--- src/rtl/cpa_pkg.sv ---
// chirp packet airtime: shared types, register codes and constant tables
// no dependencies; imported by chirp_packet_airtime
`default_nettype none

package cpa_pkg;

  // field and port widths
  localparam int unsigned PlW      = 8;
  localparam int unsigned PsymW    = 10;
  localparam int unsigned AirW     = 36;
  localparam int unsigned CfgIdxW  = 2;
  localparam int unsigned CfgDataW = 16;
  localparam int unsigned InDataW  = 8;
  localparam int unsigned OutDataW = 48;

  // configuration register indexes
  typedef enum logic [CfgIdxW-1:0] {
    CfgBwIdx = 2'd0,
    CfgSf    = 2'd1,
    CfgCr    = 2'd2,
    CfgPre   = 2'd3
  } cfg_reg_e;

  // reset values and legal ranges
  localparam logic [3:0]  BwIdxRst = 4'd7;
  localparam logic [3:0]  SfRst    = 4'd12;
  localparam logic [2:0]  CrRst    = 3'd1;
  localparam logic [15:0] PreRst   = 16'd6;
  localparam logic [3:0]  BwIdxMax = 4'd9;
  localparam logic [3:0]  SfMin    = 4'd6;
  localparam logic [3:0]  SfMax    = 4'd12;
  localparam logic [2:0]  CrMin    = 3'd1;
  localparam logic [2:0]  CrMax    = 3'd4;
  localparam logic [15:0] PreMin   = 16'd6;

  // per bandwidth: 250000/bw = num / (den * 2^div2), den odd
  // recip = ceil(2^shr / den), exact for numerators below 2^30
  // de_sf: smallest spreading factor with symbol time above 16 ms
  typedef struct packed {
    logic [11:0] num;
    logic [8:0]  den;
    logic [30:0] recip;
    logic [5:0]  shr;
    logic [1:0]  div2;
    logic [3:0]  de_sf;
  } bw_row_t;

  function automatic bw_row_t bw_row(input logic [3:0] bi);
    bw_row_t r;
    unique case (bi)
      4'd0:    r = '{12'd1250, 9'd39,  31'd1762037866, 6'd36, 2'd0, 4'd7};
      4'd1:    r = '{12'd625,  9'd13,  31'd1321528399, 6'd34, 2'd1, 4'd8};
      4'd2:    r = '{12'd625,  9'd39,  31'd1762037866, 6'd36, 2'd0, 4'd8};
      4'd3:    r = '{12'd625,  9'd13,  31'd1321528399, 6'd34, 2'd2, 4'd9};
      4'd4:    r = '{12'd8,    9'd1,   31'd1073741824, 6'd30, 2'd0, 4'd9};
      4'd5:    r = '{12'd2500, 9'd417, 31'd1318359266, 6'd39, 2'd0, 4'd10};
      4'd6:    r = '{12'd4,    9'd1,   31'd1073741824, 6'd30, 2'd0, 4'd10};
      4'd7:    r = '{12'd2,    9'd1,   31'd1073741824, 6'd30, 2'd0, 4'd11};
      4'd8:    r = '{12'd1,    9'd1,   31'd1073741824, 6'd30, 2'd0, 4'd12};
      default: r = '{12'd1,    9'd1,   31'd1073741824, 6'd30, 2'd1, 4'd13};
    endcase
    return r;
  endfunction

  // ceil(2^16 / k), exact floor(y/k) for y below 2^10 and k up to 12
  function automatic logic [16:0] recip16(input logic [3:0] k);
    logic [16:0] r;
    unique case (k)
      4'd1:    r = 17'd65536;
      4'd2:    r = 17'd32768;
      4'd3:    r = 17'd21846;
      4'd4:    r = 17'd16384;
      4'd5:    r = 17'd13108;
      4'd6:    r = 17'd10923;
      4'd7:    r = 17'd9363;
      4'd8:    r = 17'd8192;
      4'd9:    r = 17'd7282;
      4'd10:   r = 17'd6554;
      4'd11:   r = 17'd5958;
      4'd12:   r = 17'd5462;
      default: r = 17'd0;
    endcase
    return r;
  endfunction

endpackage

`default_nettype wire

--- src/rtl/chirp_packet_airtime.sv ---
// chirp packet airtime: top level, eight stage pipeline
// depends on cpa_pkg
`default_nettype none

// Airtime of one chirp-spread-spectrum packet (explicit header, crc on). Each
// payload length transferred on the slave stream gives one result on the master
// stream: the low-data-rate optimize flag, the payload symbol count and the
// total time on air in whole microseconds, truncated. The pipeline takes one
// item per cycle while the master side accepts results, and has eight
// register stages, the last of which presents each result on the master
// side. The depth is set by the chain of reciprocal multiplies that
// stand in for the divisions. Each
// stage holds its item until the next stage is free, so a stalled master side
// backs up stage by stage and the input is refused only when every stage is
// full. Configuration registers (bandwidth index, spreading factor, coding rate
// index, preamble length) are taken on every write transfer and clamped to
// their legal ranges when used; write them only while no item is in flight.
module chirp_packet_airtime (
  input  wire logic                         clk_i,
  input  wire logic                         rst_ni,
  // config write channel
  input  wire logic                         cfg_valid_i,
  output      logic                         cfg_ready_o,
  input  wire logic [cpa_pkg::CfgIdxW-1:0]  cfg_index_i,
  input  wire logic [cpa_pkg::CfgDataW-1:0] cfg_data_i,
  // input stream
  input  wire logic                         s_axis_tvalid_i,
  output      logic                         s_axis_tready_o,
  input  wire logic [cpa_pkg::InDataW-1:0]  s_axis_tdata_i,  // [7:0] payload_length
  // result stream
  output      logic                         m_axis_tvalid_o,
  input  wire logic                         m_axis_tready_i,
  // [0] low_rate_optimize, [10:1] payload_symbols, [46:11] airtime_us, [47] zero
  output      logic [cpa_pkg::OutDataW-1:0] m_axis_tdata_o
);
  import cpa_pkg::*;

  localparam int unsigned NumStg = 8;

  // ---------------------------------------------------------------------------
  // configuration registers
  // ---------------------------------------------------------------------------
  logic [3:0]  bw_idx_q, sf_q;
  logic [2:0]  cr_q;
  logic [15:0] pre_q;

  assign cfg_ready_o = 1'b1;

  always_ff @(posedge clk_i or negedge rst_ni) begin
    if (!rst_ni) begin
      bw_idx_q <= BwIdxRst;
      sf_q     <= SfRst;
      cr_q     <= CrRst;
      pre_q    <= PreRst;
    end else if (cfg_valid_i && cfg_ready_o) begin
      unique case (cfg_reg_e'(cfg_index_i))
        CfgBwIdx: bw_idx_q <= cfg_data_i[3:0];
        CfgSf:    sf_q     <= cfg_data_i[3:0];
        CfgCr:    cr_q     <= cfg_data_i[2:0];
        CfgPre:   pre_q    <= cfg_data_i;
      endcase
    end
  end

  // clamped settings: user must keep steady while items are in flight; unenforced
  logic [3:0]  bi_c, sf_c, kk_c, s_amt;
  logic [2:0]  cr_c;
  logic [15:0] pre_c;
  logic        de_c;
  bw_row_t     row;

  always_comb begin
    bi_c = (bw_idx_q > BwIdxMax) ? BwIdxMax : bw_idx_q;
    priority if (sf_q < SfMin) sf_c = SfMin;
    else if (sf_q > SfMax)     sf_c = SfMax;
    else                       sf_c = sf_q;
    priority if (cr_q < CrMin) cr_c = CrMin;
    else if (cr_q > CrMax)     cr_c = CrMax;
    else                       cr_c = cr_q;
    pre_c = (pre_q < PreMin) ? PreMin : pre_q;
    row   = bw_row(bi_c);
    // symbol time above 16 ms
    de_c  = (sf_c >= row.de_sf);
    // symbol divisor is 4*(sf - 2*de)
    kk_c  = sf_c - (de_c ? 4'd2 : 4'd0);
    // net left shift of the time term after the odd divisor
    s_amt = sf_c - {2'b00, row.div2};
  end

  // ---------------------------------------------------------------------------
  // stage valid bits and per-stage load enables
  // ---------------------------------------------------------------------------
  logic [NumStg-1:0] v_q, v_d, en;

  always_comb begin
    en[NumStg-1] = !v_q[NumStg-1] || m_axis_tready_i;
    for (int i = NumStg - 2; i >= 0; i--) begin
      en[i] = !v_q[i] || en[i+1];
    end
    for (int i = 0; i < NumStg; i++) begin
      if (i == 0) begin
        v_d[i] = en[i] ? s_axis_tvalid_i : v_q[i];
      end else begin
        v_d[i] = en[i] ? v_q[i-1] : v_q[i];
      end
    end
  end

  always_ff @(posedge clk_i or negedge rst_ni) begin
    if (!rst_ni) begin
      v_q <= '0;
    end else begin
      v_q <= v_d;
    end
  end

  assign s_axis_tready_o = en[0];

  // ---------------------------------------------------------------------------
  // stage 0: symbol numerator, rounded up and pre-divided by four
  // ---------------------------------------------------------------------------
  logic [11:0] num_a, num_b, num, x_sum;
  logic [9:0]  y_q;
  logic [16:0] rcp_q;

  always_comb begin
    num_a = {1'b0, s_axis_tdata_i[PlW-1:0], 3'b000} + 12'd44;
    num_b = {6'b0, sf_c, 2'b00};
    // negative numerator clamps to zero
    num   = (num_a > num_b) ? (num_a - num_b) : 12'd0;
    x_sum = num + {6'b0, kk_c, 2'b00} - 12'd1;
  end

  always_ff @(posedge clk_i) begin
    if (en[0]) begin
      y_q   <= x_sum[11:2];
      rcp_q <= recip16(kk_c);
    end
  end

  // ---------------------------------------------------------------------------
  // stage 1: coding blocks = floor(y / kk) by reciprocal
  // ---------------------------------------------------------------------------
  logic [26:0] blk_prod;
  logic [7:0]  blk_q;

  assign blk_prod = {17'b0, y_q} * {10'b0, rcp_q};

  always_ff @(posedge clk_i) begin
    if (en[1]) begin
      blk_q <= blk_prod[23:16];
    end
  end

  // ---------------------------------------------------------------------------
  // stage 2: payload symbols and quarter-symbol count of the whole packet
  // ---------------------------------------------------------------------------
  logic [3:0]  cr4;
  logic [11:0] blk_sym, psym_full;
  logic [18:0] sym_sum, qtr;
  logic [PsymW-1:0] psym2_q;
  logic [18:0] qtr_q;

  always_comb begin
    cr4       = {1'b0, cr_c} + 4'd4;
    blk_sym   = {4'b0, blk_q} * {8'b0, cr4};
    psym_full = blk_sym + 12'd8;
    sym_sum   = {3'b0, pre_c} + {7'b0, psym_full};
    // preamble + 4.25 + payload symbols, in quarters
    qtr       = {sym_sum[16:0], 2'b00} + 19'd17;
  end

  always_ff @(posedge clk_i) begin
    if (en[2]) begin
      psym2_q <= psym_full[PsymW-1:0];
      qtr_q   <= qtr;
    end
  end

  // ---------------------------------------------------------------------------
  // stage 3: scale by the bandwidth numerator
  // ---------------------------------------------------------------------------
  logic [30:0] p_prod;
  logic [29:0] p3_q;
  logic [PsymW-1:0] psym3_q;

  assign p_prod = {12'b0, qtr_q} * {19'b0, row.num};

  always_ff @(posedge clk_i) begin
    if (en[3]) begin
      p3_q    <= p_prod[29:0];
      psym3_q <= psym2_q;
    end
  end

  // ---------------------------------------------------------------------------
  // stage 4: quotient by the odd bandwidth divisor
  // ---------------------------------------------------------------------------
  logic [60:0] q_prod;
  logic [29:0] q4_q, p4_q;
  logic [PsymW-1:0] psym4_q;

  assign q_prod = {31'b0, p3_q} * {30'b0, row.recip};

  always_ff @(posedge clk_i) begin
    if (en[4]) begin
      q4_q    <= 30'(q_prod >> row.shr);
      p4_q    <= p3_q;
      psym4_q <= psym3_q;
    end
  end

  // ---------------------------------------------------------------------------
  // stage 5: remainder of that division
  // ---------------------------------------------------------------------------
  logic [38:0] qd_prod;
  logic [29:0] rem_full;
  logic [8:0]  r_q;
  logic [29:0] q5_q;
  logic [PsymW-1:0] psym5_q;

  always_comb begin
    qd_prod  = {9'b0, q4_q} * {30'b0, row.den};
    rem_full = p4_q - qd_prod[29:0];
  end

  always_ff @(posedge clk_i) begin
    if (en[5]) begin
      r_q     <= rem_full[8:0];
      q5_q    <= q4_q;
      psym5_q <= psym4_q;
    end
  end

  // ---------------------------------------------------------------------------
  // stage 6: fractional part, floor(r * 2^s / den)
  // ---------------------------------------------------------------------------
  logic [20:0] r_sh;
  logic [51:0] low_prod;
  logic [12:0] low_q;
  logic [29:0] q6_q;
  logic [PsymW-1:0] psym6_q;

  always_comb begin
    r_sh     = {12'b0, r_q} << s_amt;
    low_prod = {31'b0, r_sh} * {21'b0, row.recip};
  end

  always_ff @(posedge clk_i) begin
    if (en[6]) begin
      low_q   <= 13'(low_prod >> row.shr);
      q6_q    <= q5_q;
      psym6_q <= psym5_q;
    end
  end

  // ---------------------------------------------------------------------------
  // stage 7: output register, airtime = q * 2^s + fraction
  // ---------------------------------------------------------------------------
  logic [41:0] t_full;
  logic [AirW-1:0]  air_q;
  logic [PsymW-1:0] psym7_q;
  logic             de_q;

  assign t_full = ({12'b0, q6_q} << s_amt) + {29'b0, low_q};

  always_ff @(posedge clk_i) begin
    if (en[7]) begin
      air_q   <= t_full[AirW-1:0];
      psym7_q <= psym6_q;
      de_q    <= de_c;
    end
  end

  assign m_axis_tvalid_o = v_q[NumStg-1];
  assign m_axis_tdata_o  = {1'b0, air_q, psym7_q, de_q};

  // ---------------------------------------------------------------------------
  // assertions
  // ---------------------------------------------------------------------------
  // an empty output stage frees the whole chain
  a_ready_when_drained: assert property (@(posedge clk_i) disable iff (!rst_ni)
    !m_axis_tvalid_o |-> s_axis_tready_o)
    else $error("input stalled with output stage empty");

  // reciprocal quotient must leave a proper remainder
  a_rem_in_range: assert property (@(posedge clk_i) disable iff (!rst_ni)
    v_q[4] |-> (rem_full < {21'b0, row.den}))
    else $error("airtime remainder out of range");

  // fractional term stays below one unit of the shifted quotient
  a_frac_in_range: assert property (@(posedge clk_i) disable iff (!rst_ni)
    v_q[6] |-> (({8'b0, low_q} >> s_amt) == 21'd0))
    else $error("airtime fraction overflow");

  // every result carries at least the eight base symbols
  a_psym_floor: assert property (@(posedge clk_i) disable iff (!rst_ni)
    m_axis_tvalid_o |-> (psym7_q >= 10'd8))
    else $error("payload symbol count below base");

endmodule

`default_nettype wire
--- config.mk ---
export PLATFORM = sky130hd
export DESIGN_NAME = chirp_packet_airtime
export DESIGN_NICKNAME = d
export VERILOG_FILES = /design/src/rtl/cpa_pkg.sv /design/src/rtl/chirp_packet_airtime.sv
export SDC_FILE = /design/constraint.sdc
export NUM_CORES = 2
export LEC_CHECK = 0
export ABC_AREA = 1
export BUFFER_PORTS_ARGS = -buffer_cell sky130_fd_sc_hd__buf_2
export CAP_MARGIN = 20
export CORE_UTILIZATION = 59
export DETAILED_ROUTE_END_ITERATION = 8
export GPL_ROUTABILITY_DRIVEN = 0
export PLACE_DENSITY = 0.75
export SETUP_SLACK_MARGIN = 0.1
export SKIP_LAST_GASP = 1
export SLEW_MARGIN = 20
export SYNTH_ARGS = -nofsm -noshare
export SYNTH_HDL_FRONTEND = slang
export SYNTH_SLANG_ARGS = --single-unit
--- constraint.sdc ---
create_clock -name clk_i -period 18.3 [get_ports clk_i]
set_clock_uncertainty 0.15 [all_clocks]
set_input_delay 2.745 -clock clk_i [delete_from_list [all_inputs] [get_ports clk_i]]
set_output_delay 2.745 -clock clk_i [all_outputs]
set_load 0.03 [all_outputs]
**Word-level counts from Yosys, hierarchy flattened**

Memories as Yosys holds them, arrays and structs flattened. A register that Yosys moved wholly into a read port is not among the register bits.
Cells that the tools add are included.

- Register bits: 320
- Memory bits (read-only): 1120
- Input port bits: 31
- Output and inout port bits: 51
- Word-level logic and storage cells: 94
- Memories kept: 2

- $add $sub $neg: 12
- Multiply operators: 6
- Order comparisons: 8
- Equal/unequal tests: 3
- Shifts and indexed selects: 4
- Mux-type cells: 8
- Reduce and logical (&&, ||, !) cells: 21

Memory list:

| name | words | bits a word | read ports | clocked after Yosys merged registers in | write ports | RTL line | text |
|---|---|---|---|---|---|---|---|
| (no name shown) | 16 | 53 | 1 | 0 | 0 | cpa_pkg.sv:50 | `unique case (bi)` |
| (no name shown) | 16 | 17 | 1 | 1 | 0 | cpa_pkg.sv:68 | `unique case (k)` |

Operator list:

| operator | count |
|---|---|
| 30-bit by 31-bit multiplier with 61-bit output | 1 |
| 61-bit by 6-bit right shift with 30-bit output | 1 |
| 21-bit by 31-bit multiplier with 52-bit output | 1 |
| 52-bit by 6-bit right shift with 13-bit output | 1 |
| 36-bit by 13-bit adder with 36-bit output | 1 |
| 30-bit by 4-bit left shift with 36-bit output | 1 |
| 19-bit by 12-bit multiplier with 30-bit output | 1 |
| 30-bit by 9-bit multiplier with 9-bit output | 1 |
| 10-bit by 17-bit multiplier with 24-bit output | 1 |
| 9-bit by 4-bit left shift with 21-bit output | 1 |
| 19-bit by 5-bit adder with 19-bit output (second input constant) | 1 |
| 16-bit by 12-bit adder with 17-bit output | 1 |
| 16-bit by 3-bit less-than comparator with 1-bit output (second input constant) | 1 |
| 16-bit two-way mux | 1 |
| 11-bit by 6-bit adder with 12-bit output (second input constant) | 1 |
| 12-bit by 4-bit adder with 12-bit output (second input constant) | 1 |
| 12-bit by 6-bit adder with 12-bit output | 1 |
| 12-bit by 6-bit > comparator with 1-bit output | 1 |
| 8-bit by 4-bit multiplier with 12-bit output | 1 |
| 12-bit two-way mux | 1 |
| 4-bit two-way mux | 3 |
| 12-bit by 1-bit subtractor with 12-bit output (second input constant) | 1 |
| 12-bit by 6-bit subtractor with 12-bit output | 1 |
| 9-bit subtractor | 1 |
| other kinds (15) | 36 |

**Depth between registers and ports, before layout**

- Word-level depth: 9
- Mapped depth: 55
- Mapped depth without buffers: 52

**Worst setup path after synthesis**

Ideal clock, no wire load.

- Path kind: input -> output
- Start point: input m_axis_tready_i
- End point: output s_axis_tready_o
- Arrival: 9.743 ns
- Required time: 15.405 ns
- Setup slack: 5.662 ns
- Stages: 14
- Buffers on the path: 0
- Path through: nor2_1 > inv_1 > nor2_1 > inv_1 > nor2_1 > inv_1 > nor2_1 > inv_1 > nor2_1 > inv_1 > nor2_1 > inv_1 > nor2_1 > nand2_1

- Longest elaborated chain between the ends: 8

Ends and longest elaborated chain:

| what | RTL line | text |
|---|---|---|
| start: declaration | chirp_packet_airtime.sv:32 | `input wire logic m_axis_tready_i,` |
| 1-bit logical OR | chirp_packet_airtime.sv:96 | `en[NumStg-1] = !v_q[NumStg-1] \|\| m_axis_tready_i;` |
| net en[7] | chirp_packet_airtime.sv:93 | `logic [NumStg-1:0] v_q, v_d, en;` |
| 1-bit logical OR | chirp_packet_airtime.sv:98 | `en[i] = !v_q[i] \|\| en[i+1];` |
| net en[6] | chirp_packet_airtime.sv:93 |  |
| 1-bit logical OR | chirp_packet_airtime.sv:98 |  |
| net en[5] | chirp_packet_airtime.sv:93 |  |
| 1-bit logical OR | chirp_packet_airtime.sv:98 |  |
| net en[4] | chirp_packet_airtime.sv:93 |  |
| 1-bit logical OR | chirp_packet_airtime.sv:98 |  |
| net en[3] | chirp_packet_airtime.sv:93 |  |
| 1-bit logical OR | chirp_packet_airtime.sv:98 |  |
| net en[2] | chirp_packet_airtime.sv:93 |  |
| 1-bit logical OR (2 in series) | chirp_packet_airtime.sv:98 |  |
| end: declaration | chirp_packet_airtime.sv:28 | `output logic s_axis_tready_o,` |

The timed path passes the listed nets, and every way through them passes these cells.

**Worst setup path in the final report**

- Start point: register bw_idx_q[2]
- End point: register q4_q[0], data pin

- Longest elaborated chain between the ends: 5

Ends and longest elaborated chain:

| what | RTL line | text |
|---|---|---|
| start: declaration | chirp_packet_airtime.sv:43 | `logic [3:0] bw_idx_q, sf_q;` |
| start signal: assignment | chirp_packet_airtime.sv:51 | `bw_idx_q <= BwIdxRst;` |
| start signal: assignment | chirp_packet_airtime.sv:57 | `CfgBwIdx: bw_idx_q <= cfg_data_i[3:0];` |
| 4-bit > comparator | chirp_packet_airtime.sv:73 | `bi_c = (bw_idx_q > BwIdxMax) ? BwIdxMax : bw_idx_q;` |
| 4-bit two-way mux * | chirp_packet_airtime.sv:73 |  |
| memory read 16 x 53 bit * | - |  |
| 30-bit by 31-bit multiplier with 61-bit output | chirp_packet_airtime.sv:203 | `assign q_prod = {31'b0, p3_q} * {30'b0, row.recip};` |
| 61-bit by 6-bit right shift with 30-bit output * | chirp_packet_airtime.sv:207 | `q4_q <= 30'(q_prod >> row.shr);` |
| end signal: assignment | chirp_packet_airtime.sv:207 |  |
| end: declaration | chirp_packet_airtime.sv:200 | `logic [29:0] q4_q, p4_q;` |

Every way passes the cells marked *; elsewhere a longest branch is shown, timed or not.
A chain may end at the register's enable or synchronous reset.

==> reports/qor.yml <==
worst_hold_slack_ps: 264.5
dp_cells: 10820
rsz0062_at_grt: "no"
ys_seq_area_frac: 0.1301
rows: 131
ant_nets: 0
syn_to_final_growth_pct: 3.745
slowest_stage: "nor2_1"
fin_crit_sh: 0.6436
drv_cap: 0
ff2ff_setup_slack_ps: 6520
routed_wl_um: 218800
fmax_ghz: 0.08490
fin_crit_ps: 11780
antenna_found_initial: 3
critical_path_class: "register to register"
hold_path_class: "register to register"
layout_commonest_cell: "inv_1"
h-tree-depth: 1
end_kind: "register"
viasPerCell: 5.640
status: "complete, but fails checks"
grt_pass1_wl_um: 345600
setup_tns_ps: 0
drc: 12
cts_setup_buffers: 0
synth_edf_count: 300
avgRoutedWirePerCell_um: 20.11
ys_warn_count: 0
port_buffers: 79
initial_core_util: 0.5958
synth_cells: 9253
die_h_um: 361.1
crit_top_cell: "nand2_1"
die_area_um2: 130400
vias: 61370
yosys_most_used_dff: "edfxtp_1"
clkSinkCount: 335
ys_types: 63
tightestPinTransition_ps: 1078
drive_gt1_frac: 0.03092
layout_common_cells: "inv_1 (2406), nand2_1 (1730), fa_1 (1301)"
max_slew_margin: 0.2789
die_width_um: 361.1
synthArstFlopShare: 0.1045
cts_tree: "done"
cts_buffers: 30
cts_root_buffer: "clkbuf_16"
start_kind: "register"
coreArea_um2: 127700
synth_nets: 11510
grt_pass1_vias: 63460
syn_area_um2: 76080
track_usage: 0.3425
hpwl_um: 185400
finalNetCount: 11450
first_pass_iters: 9
final_cells: 10880
clkTransAtPathRegs_ps: 70
cts.path.max_buffers: 3
crit_arrival_ps: 12030
critPathMaxFanout: 31
drv_slew: 0
overflow: 0
synth-seq-cells: 335
grt_start_max_net_pins: 111
setup-violations-final: 0
clkLatencyLatePin_ps: 610
hold_viol_final: 0
violations: "design-rule violations"
drt-initial-drc-count: 6516
cts_resized: 0
hold_buffers: 0
boundaryPins: 82
critPathRequiredTime_ps: 18550
slowest_delay_ps: 810
syn_avg_cell_area_um2: 8.222
==> synth_stat cells (32+ instances only) <==
master | instances | area (µm²)
inv_1 | 2415 | 9065
xnor2_1 | 59 | 516.8
ha_1 | 923 | 11550
o21ai_1 | 37 | 185.2
clkbuf_1 | 107 | 401.6
nor2_1 | 850 | 3191
xor2_1 | 124 | 1086
nand3_1 | 487 | 2437
edfxtp_1 | 300 | 9009
o21ai_0 | 180 | 900.9
buf_1 | 41 | 153.9
nand4_1 | 81 | 506.7
fa_1 | 1302 | 26070
a21oi_1 | 229 | 1146
nand2_1 | 1731 | 6497
buf_2 | 36 | 180.2
nor3_1 | 32 | 160.2
==> metrics by stage <==
step,setup slack (ps),instance area (µm²),util
after detailed placement,6643,77910,0.6102
after CTS,6540,78870,0.6177
after global placement,6754,77910,0.6102
after global routing,6040,78920,0.6181
final,6521,78930,0.6181
after floorplan,5662,76080,-
==> layer usage <==
| layer | vias up | part of all wire | track usage |
|---|---|---|---|
| met1 | 29210 | 0.38 | 0.4357 |
| met4 | 4 | 0.074 | 0.1999 |
| met3 | 904 | 0.10 | 0.06851 |
| li1 | 27790 | - | - |
| met2 | 3459 | 0.45 | 0.5448 |
| met5 | - | 0.00015 | 0 |
==> registers in the layout, summed over array words and instances (netlist names), 13 cells and up <==
signal and count:
low_q 13, rcp_q 17, p3_q 30, pre_q 16
air_q 36, q4_q 30, q6_q 30, q5_q 30
qtr_q 17
==> area by class of cell <==
type	count	area [µm²]
multi-input cells	6275	56170
clock buffers	43	819.5
inverters	2442	9178
fillers	10910	48760
diodes	3	7.507
flip-flops and latches	335	9894
well taps	1662	2079
repair buffers	108	645.6
clock inverters	13	136.4
==> final timing paths <==
| path | start | endpoint | cells past startpoint |
|---|---|---|---|
| max in group asynchronous | rst_ni | sf_q[1] | 1 |
| min in group asynchronous | rst_ni | pre_q[12] | 1 |
| setup / recovery | bw_idx_q[2] | q4_q[0] | 37 |
| setup reg to reg | bw_idx_q[2] | q4_q[0] | 37 |
| hold reg to reg | q4_q[28] | q5_q[28] | 0 |
| hold / removal | q4_q[28] | q5_q[28] | 0 |
==> critical path, delay by kind of cell, from the launching register on <==
family          cells  cell delay [ps]
flops               1              750
simple gates       13             2620
compound gates      5             1180
fa+ha+maj          10             4680
buf+inv             9             2170
==> cell families (layout without fill, tap and decap cells) <==
| logic type | count (synthesis) | count (layout) | synth area share |
|---|---|---|---|
| other | 2 | 5 | 0.00009872 |
| DFF | 335 | 335 | 0.1301 |
| buffers and inverters | 2643 | 2606 | 0.1325 |
| and+or+nand+nor | 3281 | 3281 | 0.1777 |
| adders and majority gates | 2225 | 2225 | 0.4944 |
| muxes | 20 | 20 | 0.002796 |
| AOI/OAI and AO/OA | 564 | 564 | 0.04143 |
| xor gates and xnor gates | 183 | 183 | 0.02107 |
Power is not shown: default switching activity piles up to over one toggle a cycle in this logic, so the estimate is an artifact.
